===== src/rtl/core/bweg_pkg.sv =====
// Shared types, action codes and helpers for the Exp-Golomb bit writer.
// Used by bit_writer_exp_golomb; depends on nothing.
`default_nettype none

package bweg_pkg;

  typedef logic [1:0] action_t;

  localparam action_t ACT_RAW   = 2'd0;
  localparam action_t ACT_UE    = 2'd1;
  localparam action_t ACT_SE    = 2'd2;
  localparam action_t ACT_FLUSH = 2'd3;

  localparam int unsigned WORD_W  = 32;
  localparam int unsigned BYTE_W  = 8;
  localparam int unsigned CNT_W   = 6;
  localparam int unsigned CODE_W  = 16;
  localparam int unsigned NBYTE_W = 3;

  localparam logic [CNT_W-1:0]    FULL_FREE = 6'd32;
  localparam logic [CODE_W-1:0]   UE_MAX    = 16'd65534;
  localparam logic [WORD_W-1:0]   SE_MAX    = 32'd32767;
  localparam logic [NBYTE_W-1:0]  WORD_BYTES = 3'd4;

  // Position of the highest set bit of a nonzero code word.
  function automatic logic [3:0] msb_pos(input logic [CODE_W-1:0] code);
    logic [3:0] pos;
    pos = 4'd0;
    for (int i = 0; i < CODE_W; i++) begin
      if (code[i]) begin
        pos = 4'(i);
      end
    end
    return pos;
  endfunction

endpackage

`default_nettype wire


===== src/rtl/core/bit_writer_exp_golomb.sv =====
// Exp-Golomb bitstream writer: raw, unsigned and signed codes packed MSB first.
// Path: an item is held in the input register, then its bytes load the byte buffer that drives the output.
// Throughput: one item per cycle while no word fills; a filling write holds the byte buffer
//   for 4 transfers and a flush for 0 to 4, and the next emitting item waits for the last one.
// Reset (rst_n low, synchronous): accumulator empty, 32 free bits, no item or byte pending.
// Depends on bweg_pkg.
`default_nettype none

module bit_writer_exp_golomb (
  input  wire logic        clk,
  input  wire logic        rst_n,
  // input channel
  input  wire logic        in_tvalid,
  output logic             in_tready,
  input  wire logic [39:0] in_tdata,   // [31:0] value, [37:32] bit_count, [39:38] zero
  input  wire logic [1:0]  in_tuser,   // [1:0] action
  // result channel
  output logic             out_tvalid,
  input  wire logic        out_tready,
  output logic [7:0]       out_tdata,  // [7:0] out_byte
  output logic             out_tlast   // final byte of the run caused by one input
);

  localparam int unsigned WW = bweg_pkg::WORD_W;
  localparam int unsigned CW = bweg_pkg::CNT_W;
  localparam int unsigned KW = bweg_pkg::CODE_W;
  localparam int unsigned NW = bweg_pkg::NBYTE_W;

  // ---------------------------------------------------------------------
  // Input register: one item waits here until its bytes can be queued.
  // ---------------------------------------------------------------------
  logic                     in_valid_r;
  bweg_pkg::action_t        act_r;
  logic [WW-1:0]            value_r;
  logic [CW-1:0]            count_r;

  // Packing state
  logic [WW-1:0]            acc_r, acc_nxt;
  logic [CW-1:0]            free_r, free_nxt;

  // Byte buffer on the result side
  logic [WW-1:0]            word_r, word_nxt;
  logic [NW-1:0]            cnt_r, cnt_nxt;

  logic                     proc_go;
  logic                     out_xfer;
  logic [NW-1:0]            emit_n;
  logic [WW-1:0]            emit_word;

  // ---------------------------------------------------------------------
  // Code construction
  // ---------------------------------------------------------------------
  logic [WW-1:0]            neg_mag;
  logic [14:0]              se_mag;
  logic [KW-1:0]            se_mapped;
  logic [KW-1:0]            ue_num;
  logic [KW-1:0]            code;
  logic [3:0]               lz;
  logic [CW-1:0]            raw_len;
  logic [CW-1:0]            len;
  logic [WW-1:0]            bits;
  logic                     skip;

  always_comb begin
    // signed map: 2|v| for v <= 0, 2v-1 for v > 0, magnitude saturated to 32767
    neg_mag = ~value_r + 32'd1;
    if (value_r[WW-1]) begin
      se_mag    = (neg_mag > bweg_pkg::SE_MAX) ? 15'h7FFF : neg_mag[14:0];
      se_mapped = {se_mag, 1'b0};
    end else begin
      se_mag    = (value_r > bweg_pkg::SE_MAX) ? 15'h7FFF : value_r[14:0];
      se_mapped = (se_mag == 15'd0) ? '0 : ({se_mag, 1'b0} - 16'd1);
    end

    if (act_r == bweg_pkg::ACT_UE) begin
      ue_num = (value_r > {16'd0, bweg_pkg::UE_MAX}) ? bweg_pkg::UE_MAX : value_r[KW-1:0];
    end else begin
      ue_num = se_mapped;
    end
    code = ue_num + 16'd1;
    lz   = bweg_pkg::msb_pos(code);

    // clamp raw length to a full word
    raw_len = (count_r > bweg_pkg::FULL_FREE) ? bweg_pkg::FULL_FREE : count_r;

    if (act_r == bweg_pkg::ACT_RAW) begin
      len  = raw_len;
      bits = value_r;
    end else begin
      len  = {1'b0, lz, 1'b1};
      bits = {16'd0, code};
    end
    skip = (act_r == bweg_pkg::ACT_RAW) && (count_r == '0);
  end

  // ---------------------------------------------------------------------
  // Accumulator update and bytes to emit
  // ---------------------------------------------------------------------
  logic [WW-1:0]            aligned;
  logic [WW-1:0]            acc_or;
  logic [CW-1:0]            used7;

  always_comb begin
    aligned   = bits << (bweg_pkg::FULL_FREE - len);
    acc_or    = acc_r | (aligned >> (bweg_pkg::FULL_FREE - free_r));
    used7     = 6'd39 - free_r;
    acc_nxt   = acc_r;
    free_nxt  = free_r;
    emit_n    = '0;
    emit_word = acc_r;
    if (act_r == bweg_pkg::ACT_FLUSH) begin
      // ceil(pending/8) bytes, zero padded, then empty
      emit_n    = used7[5:3];
      emit_word = acc_r;
      acc_nxt   = '0;
      free_nxt  = bweg_pkg::FULL_FREE;
    end else if (!skip) begin
      if (len < free_r) begin
        acc_nxt  = acc_or;
        free_nxt = free_r - len;
      end else begin
        // word fills: ship it, keep the spill bits
        emit_n    = bweg_pkg::WORD_BYTES;
        emit_word = acc_or;
        acc_nxt   = (free_r < bweg_pkg::FULL_FREE) ? (aligned << free_r) : '0;
        free_nxt  = bweg_pkg::FULL_FREE - (len - free_r);
      end
    end
  end

  // ---------------------------------------------------------------------
  // Handshakes
  // ---------------------------------------------------------------------
  assign out_xfer   = out_tvalid && out_tready;
  // an item that emits needs the buffer empty or on its final transfer
  assign proc_go    = in_valid_r &&
                      ((emit_n == '0) || (cnt_r == '0) || ((cnt_r == 3'd1) && out_tready));
  assign in_tready  = !in_valid_r || proc_go;

  assign out_tvalid = (cnt_r != '0);
  assign out_tdata  = word_r[WW-1 -: bweg_pkg::BYTE_W];
  assign out_tlast  = (cnt_r == 3'd1);

  always_comb begin
    word_nxt = word_r;
    cnt_nxt  = cnt_r;
    if (proc_go && (emit_n != '0)) begin
      word_nxt = emit_word;
      cnt_nxt  = emit_n;
    end else if (out_xfer) begin
      // advance to the next byte
      word_nxt = word_r << bweg_pkg::BYTE_W;
      cnt_nxt  = cnt_r - 3'd1;
    end
  end

  // ---------------------------------------------------------------------
  // Registers
  // ---------------------------------------------------------------------
  always_ff @(posedge clk) begin
    if (!rst_n) begin
      in_valid_r <= 1'b0;
      acc_r      <= '0;
      free_r     <= bweg_pkg::FULL_FREE;
      cnt_r      <= '0;
    end else begin
      if (in_tvalid && in_tready) begin
        in_valid_r <= 1'b1;
      end else if (proc_go) begin
        in_valid_r <= 1'b0;
      end
      if (proc_go) begin
        acc_r  <= acc_nxt;
        free_r <= free_nxt;
      end
      cnt_r <= cnt_nxt;
    end
  end

  always_ff @(posedge clk) begin
    if (in_tvalid && in_tready) begin
      act_r   <= in_tuser;
      value_r <= in_tdata[WW-1:0];
      count_r <= in_tdata[WW+CW-1:WW];
    end
    word_r <= word_nxt;
  end

  // ---------------------------------------------------------------------
  // Assertions
  // ---------------------------------------------------------------------
  a_free_range: assert property (@(posedge clk) disable iff (!rst_n)
    (free_r != '0) && (free_r <= bweg_pkg::FULL_FREE))
    else $error("free bit count out of range");

  a_buf_count: assert property (@(posedge clk) disable iff (!rst_n)
    cnt_r <= bweg_pkg::WORD_BYTES)
    else $error("byte buffer holds more than one word");

  a_no_overwrite: assert property (@(posedge clk) disable iff (!rst_n)
    (proc_go && (emit_n != '0)) |-> ((cnt_r == '0) || ((cnt_r == 3'd1) && out_tready)))
    else $error("byte buffer loaded while bytes still pending");

  a_flush_empties: assert property (@(posedge clk) disable iff (!rst_n)
    (proc_go && (act_r == bweg_pkg::ACT_FLUSH)) |=>
      ((free_r == bweg_pkg::FULL_FREE) && (acc_r == '0)))
    else $error("flush left pending bits");

endmodule

`default_nettype wire

===== config.mk =====
export PLATFORM = sky130hd
export DESIGN_NAME = bit_writer_exp_golomb
export DESIGN_NICKNAME = d
export VERILOG_FILES = /design/src/rtl/core/bweg_pkg.sv /design/src/rtl/core/bit_writer_exp_golomb.sv
export SDC_FILE = /design/constraint.sdc
export NUM_CORES = 1
export LEC_CHECK = 0
export BUFFER_PORTS_ARGS = -buffer_cell sky130_fd_sc_hd__buf_4
export CAP_MARGIN = 20
export CORE_UTILIZATION = 45
export CTS_CLUSTER_SIZE = 16
export DETAILED_ROUTE_END_ITERATION = 10
export PLACE_DENSITY_LB_ADDON = 0.1
export SLEW_MARGIN = 30
export SYNTH_ARGS = -nofsm -noshare
export SYNTH_HDL_FRONTEND = slang
export SYNTH_SLANG_ARGS = --single-unit
export TNS_END_PERCENT = 5

===== constraint.sdc =====
create_clock -name clk -period 8.5 [get_ports clk]
set_input_delay 1.7 -clock clk [delete_from_list [all_inputs] [get_ports clk]]
set_output_delay 1.7 -clock clk [all_outputs]
set_load 0.01 [all_outputs]

**Yosys cells after proc, flatten, opt, wreduce, memory -nomap -nowiden**

Cells that the tools add are included.

- $add $sub $neg: 10
- Magnitude comparators: 6
- Equal/unequal tests: 4
- Shift-type cells: 3
- Mux-type cells: 43
- Bitwise gates (word level): 2
- Reduce and logical (&&, ||, !) cells: 20

Operators by type and width:

| cell | number |
|---|---|
| 32-bit two-way mux | 10 |
| 32-bit by 15-bit > comparator with 1-bit output, second input constant | 2 |
| 16-bit two-way mux | 4 |
| 32-bit by 6-bit left shift with 32-bit output | 2 |
| 4-bit two-way mux | 14 |
| 32-bit by 1-bit adder with 32-bit output, second input constant | 1 |
| 32-bit by 16-bit > comparator with 1-bit output, second input constant | 1 |
| 32-bit NOT | 1 |
| 32-bit OR | 1 |
| 32-bit by 6-bit right shift with 32-bit output | 1 |
| 15-bit two-way mux | 2 |
| 6-bit two-way mux | 5 |
| 6-bit subtractor, first input constant | 4 |
| 16-bit by 1-bit adder with 16-bit output, second input constant | 1 |
| 16-bit by 1-bit subtractor with 16-bit output, second input constant | 1 |
| 15-bit zero test | 1 |
| 3-bit two-way mux | 5 |
| 6-bit subtractor | 2 |
| 6-bit > comparator, second input constant | 1 |
| 1-bit logical AND | 6 |
| 3-bit zero test | 2 |
| 6-bit zero test | 1 |
| 6-bit less-than comparator | 1 |
| 6-bit less-than comparator, second input constant | 1 |
| 12 further kinds | 18 |

- Bits in registers: 114
- Output and inout bits: 11
- Logic and storage cells: 96

**Depth between registers and ports, before layout**

Gate-level depths: netlist of run 1.

- Word-level depth: 34
- Mapped depth: 46
- Depth with buffers taken out: 41

**Worst setup path before layout of run 1**

OpenSTA, ideal clock, no wires.

- Kind: register to register
- From: register value_r[18]
- To: register act_r[0], enable pin
- Data arrival time: 9.036 ns
- Data required time: 8.049 ns
- Setup slack: -0.987 ns
- Cell stages (with the launch flop): 33
- Buffers on the path: 1
- Path through: edfxtp_1 > nor4_4 > nand4_1 > nor3_1 > ha_1 > or3b_2 > clkbuf_1 > nor2_1 > a41oi_1 > a211oi_1 > nand3_1 > o21ai_1 > nor2_1 > mux2_2 > a222oi_1 > o21a_1 > a22oi_1 > o22ai_1 > a31oi_1 > nor2_1 > or3_1 > nor2_1 > or3_1 > a31o_2 > fa_1 > inv_1 > a31oi_1 > o21ai_0 > o31a_1 > nor3_1 > a21oi_1 > a221oi_1 > a21oi_1

- Longest elaborated chain between the ends: 33

Ends and longest elaborated chain:

| item | RTL line | text |
|---|---|---|
| start: declaration | bit_writer_exp_golomb.sv:34 | `logic [WW-1:0] value_r;` |
| start signal: assignment | bit_writer_exp_golomb.sv:183 | `value_r <= in_tdata[WW-1:0];` |
| 32-bit NOT / 32-bit by 15-bit > comparator with 1-bit output (equally long branches) | bit_writer_exp_golomb.sv:66, bit_writer_exp_golomb.sv:71 |  |
| 32-bit by 1-bit adder with 32-bit output / 15-bit two-way mux (equally long branches) | bit_writer_exp_golomb.sv:66, bit_writer_exp_golomb.sv:71 |  |
| 32-bit by 15-bit > comparator with 1-bit output (tied with other cells) | bit_writer_exp_golomb.sv:68 | `se_mag = (neg_mag > bweg_pkg::SE_MAX) ? 15'h7FFF : neg_mag[14:0];` |
| 15-bit two-way mux / 16-bit two-way mux (equally long branches) | bit_writer_exp_golomb.sv:68, bit_writer_exp_golomb.sv:72 |  |
| 16-bit two-way mux | bit_writer_exp_golomb.sv:67 | `if (value_r[WW-1]) begin` |
| 16-bit two-way mux * | bit_writer_exp_golomb.sv:75 | `if (act_r == bweg_pkg::ACT_UE) begin` |
| 16-bit by 1-bit adder with 16-bit output * | bit_writer_exp_golomb.sv:80 | `code = ue_num + 16'd1;` |
| 1-bit two-way mux | bweg_pkg.sv:30 | `if (code[i]) begin` |
| (+16 left out) | n/a |  |
| 3-bit two-way mux * | bit_writer_exp_golomb.sv:118 | `if (len < free_r) begin` |
| 3-bit two-way mux * | bit_writer_exp_golomb.sv:117 | `end else if (!skip) begin` |
| 3-bit two-way mux * | bit_writer_exp_golomb.sv:111 | `if (act_r == bweg_pkg::ACT_FLUSH) begin` |
| 3-bit zero test * | bit_writer_exp_golomb.sv:137 | `((emit_n == '0) \|\| (cnt_r == '0) \|\| ((cnt_r == 3'd1) && out_tready));` |
| 1-bit logical OR * (2 in series) | bit_writer_exp_golomb.sv:137 |  |
| 1-bit logical AND * | bit_writer_exp_golomb.sv:136 | `assign proc_go = in_valid_r &&` |
| 1-bit logical OR * | bit_writer_exp_golomb.sv:138 | `assign in_tready = !in_valid_r \|\| proc_go;` |
| 1-bit logical AND * | bit_writer_exp_golomb.sv:181 | `if (in_tvalid && in_tready) begin` |
| end signal: assignment | bit_writer_exp_golomb.sv:182 | `act_r <= in_tuser;` |
| end: declaration | bit_writer_exp_golomb.sv:33 | `bweg_pkg::action_t act_r;` |

Every way passes the cells marked *; elsewhere a longest branch is shown, timed or not.
A chain may end at the register's enable or synchronous reset.

**Worst setup path in the final report of run 1**

- From: register value_r[16]
- To: register acc_r[1]

- Longest elaborated chain between the ends: 32

Ends and longest elaborated chain:

| item | RTL line | text |
|---|---|---|
| branches (longest 32 deep; another with 32-bit by 1-bit adder with 32-bit output) | n/a |  |
| end signal: assignment | bit_writer_exp_golomb.sv:173 | `acc_r <= acc_nxt;` |
| end: declaration | bit_writer_exp_golomb.sv:38 | `logic [WW-1:0] acc_r, acc_nxt;` |

Parallel ways; which one is timed is not known. The select of a mux whose other input is x is not followed.

==> out/qor.yml, run 1 <==
route:
  dr.pass1.iters: 6
  vias_per_cell: 6.67
  wl_per_cell_um: 24.8
  ant_nets: 0
  initialDrtViolationCount: 2763
  wirelength_um: 73500
  via_count: 19769
  route.detailed.drc: 0
timing:
  fin_tns_setup_ps: -15980
  setup_slack_ps: -440
  finalClockSkew_ps: 31.2
  fin_crit_sh: 1.05
  worst-slew-pin-transition_ps: 1060
  period_needed_ps: 8940
  rsz0062_at_grt: "true"
  finalSetupViolCount: 62
  fmax_ghz: 0.112
  whs_ps: 462
  slew_viol_final: 0
  hold_viol_final: 0
  slew_headroom: 0.283
clock_network:
  cts-buffers-inserted: 17
  clk_latency_ps: 460
  clk_pin_slew_worst_paths_ps: 60
  clk_path_buf_depth: 2
  cts_tree: "yes"
  cts_sinks: 114
  root_buffer: "clkbuf_16"
  htreeDepth: 4
  cts_hold_buf: 0
critical_path:
  crit_start: "value_r[16]$_DFFE_PP_"
  required_ps: 8850
  cpPeakStageDelay_ps: 530
  worstPathMaxFanout: 7
  crit-reg2reg-launch: "value_r[16]$_DFFE_PP_"
  crit_type: "flip-flop to flip-flop"
  critical_path.top_delay_family: "compound AO/OA/AOI/OAI gates"
  start_kind: "flip-flop"
  worst_path_most_repeated_cell: "buf_4"
  cpMaxStageDelayCell: "or4b_4"
  cp-end-kind: "flip-flop"
  cp_num_buf_inv: 6
  worstPathArrival_ps: 9290
floorplanning:
  core_area_um2: 32600
  die_w_um: 184
  die_area_um2: 33900
  rows: 66
  ioPinCount: 57
  initial_core_util: 0.458
  die_y_um: 184
min_path:
  min-delay-start: "acc_r[15]$_SDFFE_PN0P_"
  min_path_type: "flip-flop to flip-flop"
yosys:
  yosysSeqAreaShare: 0.201
  ys_async_sr_fraction: 0
  netlist_instances: 2006
  synthFlopType: "edfxtp_1"
  syn-num-nets: 2080
  synth_area_leaders: "edfxtp_1 (14%), nand2_1 (5.7%), dfxtp_1 (5.6%)"
  ys_warn_count: 0
  synth-seq-cells: 114
  synth.distinct_cells: 115
  avgSynthCellArea_um2: 7.45
  netlist_area_um2: 14900
  synth_top_cell_by_area: "edfxtp_1"
  synth_edf_count: 72
  synth_top_area_share: 0.145
final_layout:
  regArea_um2: 3000
  drive_gt1_frac: 0.350
  fill_cells: 2932
  multi_input_area_um2: 11700
  nets: 2584
  antenna_cells: 0
  syn2layout_area_growth_pct: 40.1
status:
  status: "finished, violations left"
  failed_checks: "negative setup slack"
placed_design:
  portBuffers: 54
  finalWeightedCongestion: 1.07
  dp_hpwl_um: 58200
power:
  irDropWorstVdd_v: 0.000201
  power_leakage_uw: 0.00842
  p_per_area_nw_per_um2: 183
global_route:
  grt.busiest_layer: "met2"
  use_met2: 0.679
  use_met1: 0.554
  grt_max_degree: 46
  grt.overflow.total: 0
  track_usage: 0.431
  grt_pass1_vias: 18417
  met3_usage: 0.106
  antenna_found_initial: 2
  grt_pass1_wl_um: 110000
run:
  drv_cap: 0
[area by class of cell]
cell class	instances	area share
clock buffer	18	0.0205
timing repair buffer	640	0.236
tap	442	0.0264
multi-input combinational	1694	0.557
inverter	43	0.00795
clock inverter	14	0.00849
sequential	114	0.144
[cell usage after synthesis, types with 12 or more instances]
library cell / count
buf_2: 22
ha_1: 21
nand4_1: 23
a221oi_1: 13
o221ai_1: 17
o31ai_1: 18
dfxtp_1: 42
nand3_1: 64
a211oi_1: 38
or3_1: 27
and3_1: 15
a211o_1: 12
a21o_1: 26
and2_1: 18
nand2_1: 227
edfxtp_1: 72
nor3_1: 81
mux2_2: 21
o22ai_1: 32
o311ai_0: 12
inv_1: 35
nand2b_1: 15
xnor2_1: 29
nor2_1: 207
mux4_2: 22
o21ai_0: 149
a31oi_1: 33
a21oi_1: 124
nor4_1: 35
mux2i_1: 51
clkbuf_1: 104
a22oi_1: 21
or2_2: 12
o211ai_1: 38
o21a_1: 23
o21ai_1: 17
[where the power goes]
group	switching, uW	internal (uW)
Sequential	45.8	707
Clock	307	464
Combinational	1340	969
Total	1690	2140
[sequential cells by signal (all words and copies together) (netlist names)]
name / cells
acc_r: 32
value_r: 32
word_r: 32
count_r: 6
free_r: 6
cnt_r: 3
act_r: 2
in_valid_r: 1
[cells in the final DEF (no fill, tap or decap), types with 30 or more instances in the layout]
cell | synthesis | layout
buf_4 | 11 | 624
nand2_1 | 227 | 224
nor2_1 | 207 | 198
o21ai_0 | 149 | 133
a21oi_1 | 124 | 117
nor3_1 | 81 | 72
edfxtp_1 | 72 | 72
nand3_1 | 64 | 64
mux2i_1 | 51 | 48
dfxtp_1 | 42 | 41
o211ai_1 | 38 | 38
inv_1 | 35 | 34
a211oi_1 | 38 | 33
o21ai_1 | 17 | 30
[metal layers]
| metal | part of all wire | vias up |
|---|---|---|
| li1 | - | 8784 |
| met1 | 0.40 | 9428 |
| met2 | 0.44 | 1311 |
| met3 | 0.11 | 242 |
| met4 | 0.046 | 4 |
| met5 | 0.00037 | - |
[worst register-to-register path: cells and delay by family, from the launching register on]
| family | cells | cell delay (ps) |
|---|---|---|
| buffers and inverters | 6 | 930 |
| and+or+nand+nor | 13 | 2610 |
| DFF | 1 | 420 |
| AOI/OAI and AO/OA | 22 | 4270 |
| adders and majority gates | 2 | 610 |
[worst paths after layout]
kind | endpoint | depth (start not counted) | slack (ps)
setup / recovery | acc_r[1]$_SDFFE_PN0P_ | 43 | -440
hold / removal | acc_r[15]$_SDFFE_PN0P_ | 2 | 460
setup reg to reg | acc_r[1]$_SDFFE_PN0P_ | 43 | -440
hold reg to reg | acc_r[15]$_SDFFE_PN0P_ | 2 | 460
[logic make-up after synthesis]
logic type	share of synthesized area
AOI/OAI and AO/OA	0.341
xor gates and xnor gates	0.0234
adders and majority gates	0.0270
buffers and inverters	0.0589
DFF	0.201
muxes	0.0866
and+or+nand+nor	0.262
[timing repair]
item	in CTS	in global routing
pin swaps	15	34
setup endpoints to repair	63	66
hold endpoints to repair	0	0
setup buffers	10	10
gates resized for setup	65	47
[stage by stage]
| stage | setup WS [ps] | cell area (um^2) | cells | power [uW] | util |
|---|---|---|---|---|---|
| global route | -745 | 20900 | 2965 | 3960 | 0.642 |
| floorplan | -4.66 | 15100 | 2006 | 1860 | - |
| finish | -440 | 20900 | 2965 | 3830 | 0.642 |
| global placement | -717 | 19700 | 2912 | 2850 | 0.603 |
| detailed placement | -773 | 19700 | 2913 | 2870 | 0.604 |
| CTS | -242 | 20600 | 2955 | 3700 | 0.633 |
(Power assumes the default switching activity.)
==> run 2, diff against run 1 <==
--- a/config.mk
+++ b/config.mk
@@ -10,7 +10,9 @@
 export CORE_UTILIZATION = 45
 export CTS_CLUSTER_SIZE = 16
 export DETAILED_ROUTE_END_ITERATION = 10
+export HOLD_SLACK_MARGIN = 0.02
 export PLACE_DENSITY_LB_ADDON = 0.1
+export RECOVER_POWER = 50
 export SLEW_MARGIN = 30
 export SYNTH_ARGS = -nofsm -noshare
 export SYNTH_HDL_FRONTEND = slang
==> run 2 against run 1 <==
Effect of this change: routed wire length is 0.11% lower; the run still ends with negative setup slack left; largest power group unchanged; fmax is essentially flat; global-route usage stayed put.
==> out/qor.yml, run 2 (synthesis gave the netlist of run 1 again) <==
timing:
  slew_viol_final: 0
  rsz0062_at_grt: "true"
  fin_crit_sh: 1.05
  worst-slew-pin-transition_ps: 1060
  finalClockSkew_ps: 31.2
  slew_headroom: 0.285
  whs_ps: 461
  hold_viol_final: 0
  setup_slack_ps: -433
  finalSetupViolCount: 62
  period_needed_ps: 8930
  fmax_ghz: 0.112
global_route:
  met3_usage: 0.106
  antenna_found_initial: 2
  grt.busiest_layer: "met2"
  grt_pass1_vias: 18417
  grt.overflow.total: 0
  track_usage: 0.431
  grt_pass1_wl_um: 110000
  use_met1: 0.554
  use_met2: 0.679
  grt_max_degree: 46
critical_path:
  worstPathMaxFanout: 7
  critical_path.top_delay_family: "compound AO/OA/AOI/OAI gates"
  cp_num_buf_inv: 7
  cpPeakStageDelay_ps: 550
  cp-end-kind: "flip-flop"
  required_ps: 8880
  start_kind: "flip-flop"
  cpMaxStageDelayCell: "mux4_2"
  worst_path_most_repeated_cell: "buf_4"
  worstPathArrival_ps: 9310
  crit_type: "flip-flop to flip-flop"
final_layout:
  largestRegisters: "acc_r: 32 flops, value_r: 32 flops, word_r: 32 flops"
  final_util: 0.640
  multi_input_area_um2: 11600
  fill_cells: 2938
  drive_gt1_frac: 0.346
  layout_common_cells: "buf_4 (574), nand2_1 (224), nor2_1 (198)"
  antenna_cells: 0
  final_common_cell: "buf_4"
  syn2layout_area_growth_pct: 39.7
  nets: 2584
  regArea_um2: 3000
route:
  initialDrtViolationCount: 2755
  via_count: 19740
  wl_per_cell_um: 24.8
  wirelength_um: 73500
  vias_per_cell: 6.66
  ant_nets: 0
  route.detailed.drc: 0
  dr.pass1.iters: 6
power:
  power.switching_uw: 1690
  power_leakage_uw: 0.00837
  p_per_area_nw_per_um2: 183
  power.share.sequential: 0.197
  irDropWorstVdd_v: 0.000200
  power_uw: 3810
  p_sw_frac: 0.443
  cell_internal_pwr_uw: 2130
  power_frac_comb: 0.601
  pwr-share-clk: 0.202
clock_network:
  clk_latency_ps: 460
  root_buffer: "clkbuf_16"
  htreeDepth: 4
  cts_sinks: 114
  clk_pin_slew_worst_paths_ps: 60
  cts-buffers-inserted: 17
  cts_tree: "yes"
  clk_path_buf_depth: 2
placed_design:
  portBuffers: 54
  finalWeightedCongestion: 1.07
  dp_hpwl_um: 58200
floorplanning:
  die_w_um: 184
  initial_core_util: 0.458
  core_area_um2: 32600
  rows: 66
  ioPinCount: 57
  die_y_um: 184
  die_area_um2: 33900
status:
  status: "finished, violations left"
  failed_checks: "negative setup slack"
run:
  drv_cap: 0
min_path:
  min_path_type: "flip-flop to flip-flop"
## run 2: changes by cell type in the layout (fill, tap and decap cells not counted)
cell	change
a21oi_4	-1
buf_4	-50
a21oi_2	+1
clkbuf_4	+40
clkbuf_1	+10
## run 2: layer usage
metal | vias to the layer above | wire, um
met4 | 4 | 3390
met5 | - | 27
met2 | 1279 | 32600
met3 | 250 | 8270
met1 | 9426 | 29200
li1 | 8781 | -
## run 2: worst paths after layout
kind	startpoint	to	slack, ps	cells past startpoint
worst min register to register	acc_r[15]$_SDFFE_PN0P_	acc_r[15]$_SDFFE_PN0P_	460	2
worst max register to register	value_r[16]$_DFFE_PP_	acc_r[25]$_SDFFE_PN0P_	-430	44
worst max-delay path	value_r[16]$_DFFE_PP_	acc_r[25]$_SDFFE_PN0P_	-430	44
worst min-delay path	acc_r[15]$_SDFFE_PN0P_	acc_r[15]$_SDFFE_PN0P_	460	2
## run 2: repair_timing
| item | CTS | global route |
|---|---|---|
| hold buffers | 0 | 0 |
| cloned | 0 | 0 |
| resized for setup | 65 | 47 |
| buffers inserted | 10 | 10 |
| setup endpoints to repair | 63 | 66 |
| pin swaps | 15 | 34 |
## run 2: worst reg2reg max path, delay by kind of cell (launching register included)
kind | cells | cell delay, ps
adders and majority gates | 2 | 600
buffers and inverters | 7 | 1020
muxes | 1 | 550
DFF | 1 | 420
and+or+nand+nor | 12 | 2590
AOI/OAI and AO/OA | 22 | 3650
## run 2: final cells by class
| class | count | share of cell area |
|---|---|---|
| clock buffers | 18 | 0.0205 |
| clock inverters | 14 | 0.00851 |
| well taps | 442 | 0.0265 |
| multi-input cells | 1694 | 0.558 |
| flip-flops and latches | 114 | 0.144 |
| inverters | 43 | 0.00797 |
| repair buffers | 640 | 0.235 |
## run 2: power groups by stage
stage	Clock, uW	Sequential (uW)	Combinational [uW]
6_report	770	753	2290
5_1_grt	793	760	2390
4_1_cts	771	752	2180
3_5_place_dp	0	763	2110
3_3_place_gp	0	758	2090
2_1_floorplan	0	752	1110
## run 2: metrics by stage
step / cells / cell area [um^2] / worst slack [ps] / setup TNS, ps
after CTS: 2955 / 20600 / -242 / -4970
final: 2965 / 20900 / -433 / -17120
after global routing: 2965 / 20900 / -745 / -39500
after floorplan: 2006 / 15100 / -4.66 / -8.73
after global placement: 2912 / 19700 / -717 / -25480
after detailed placement: 2913 / 19700 / -773 / -30700
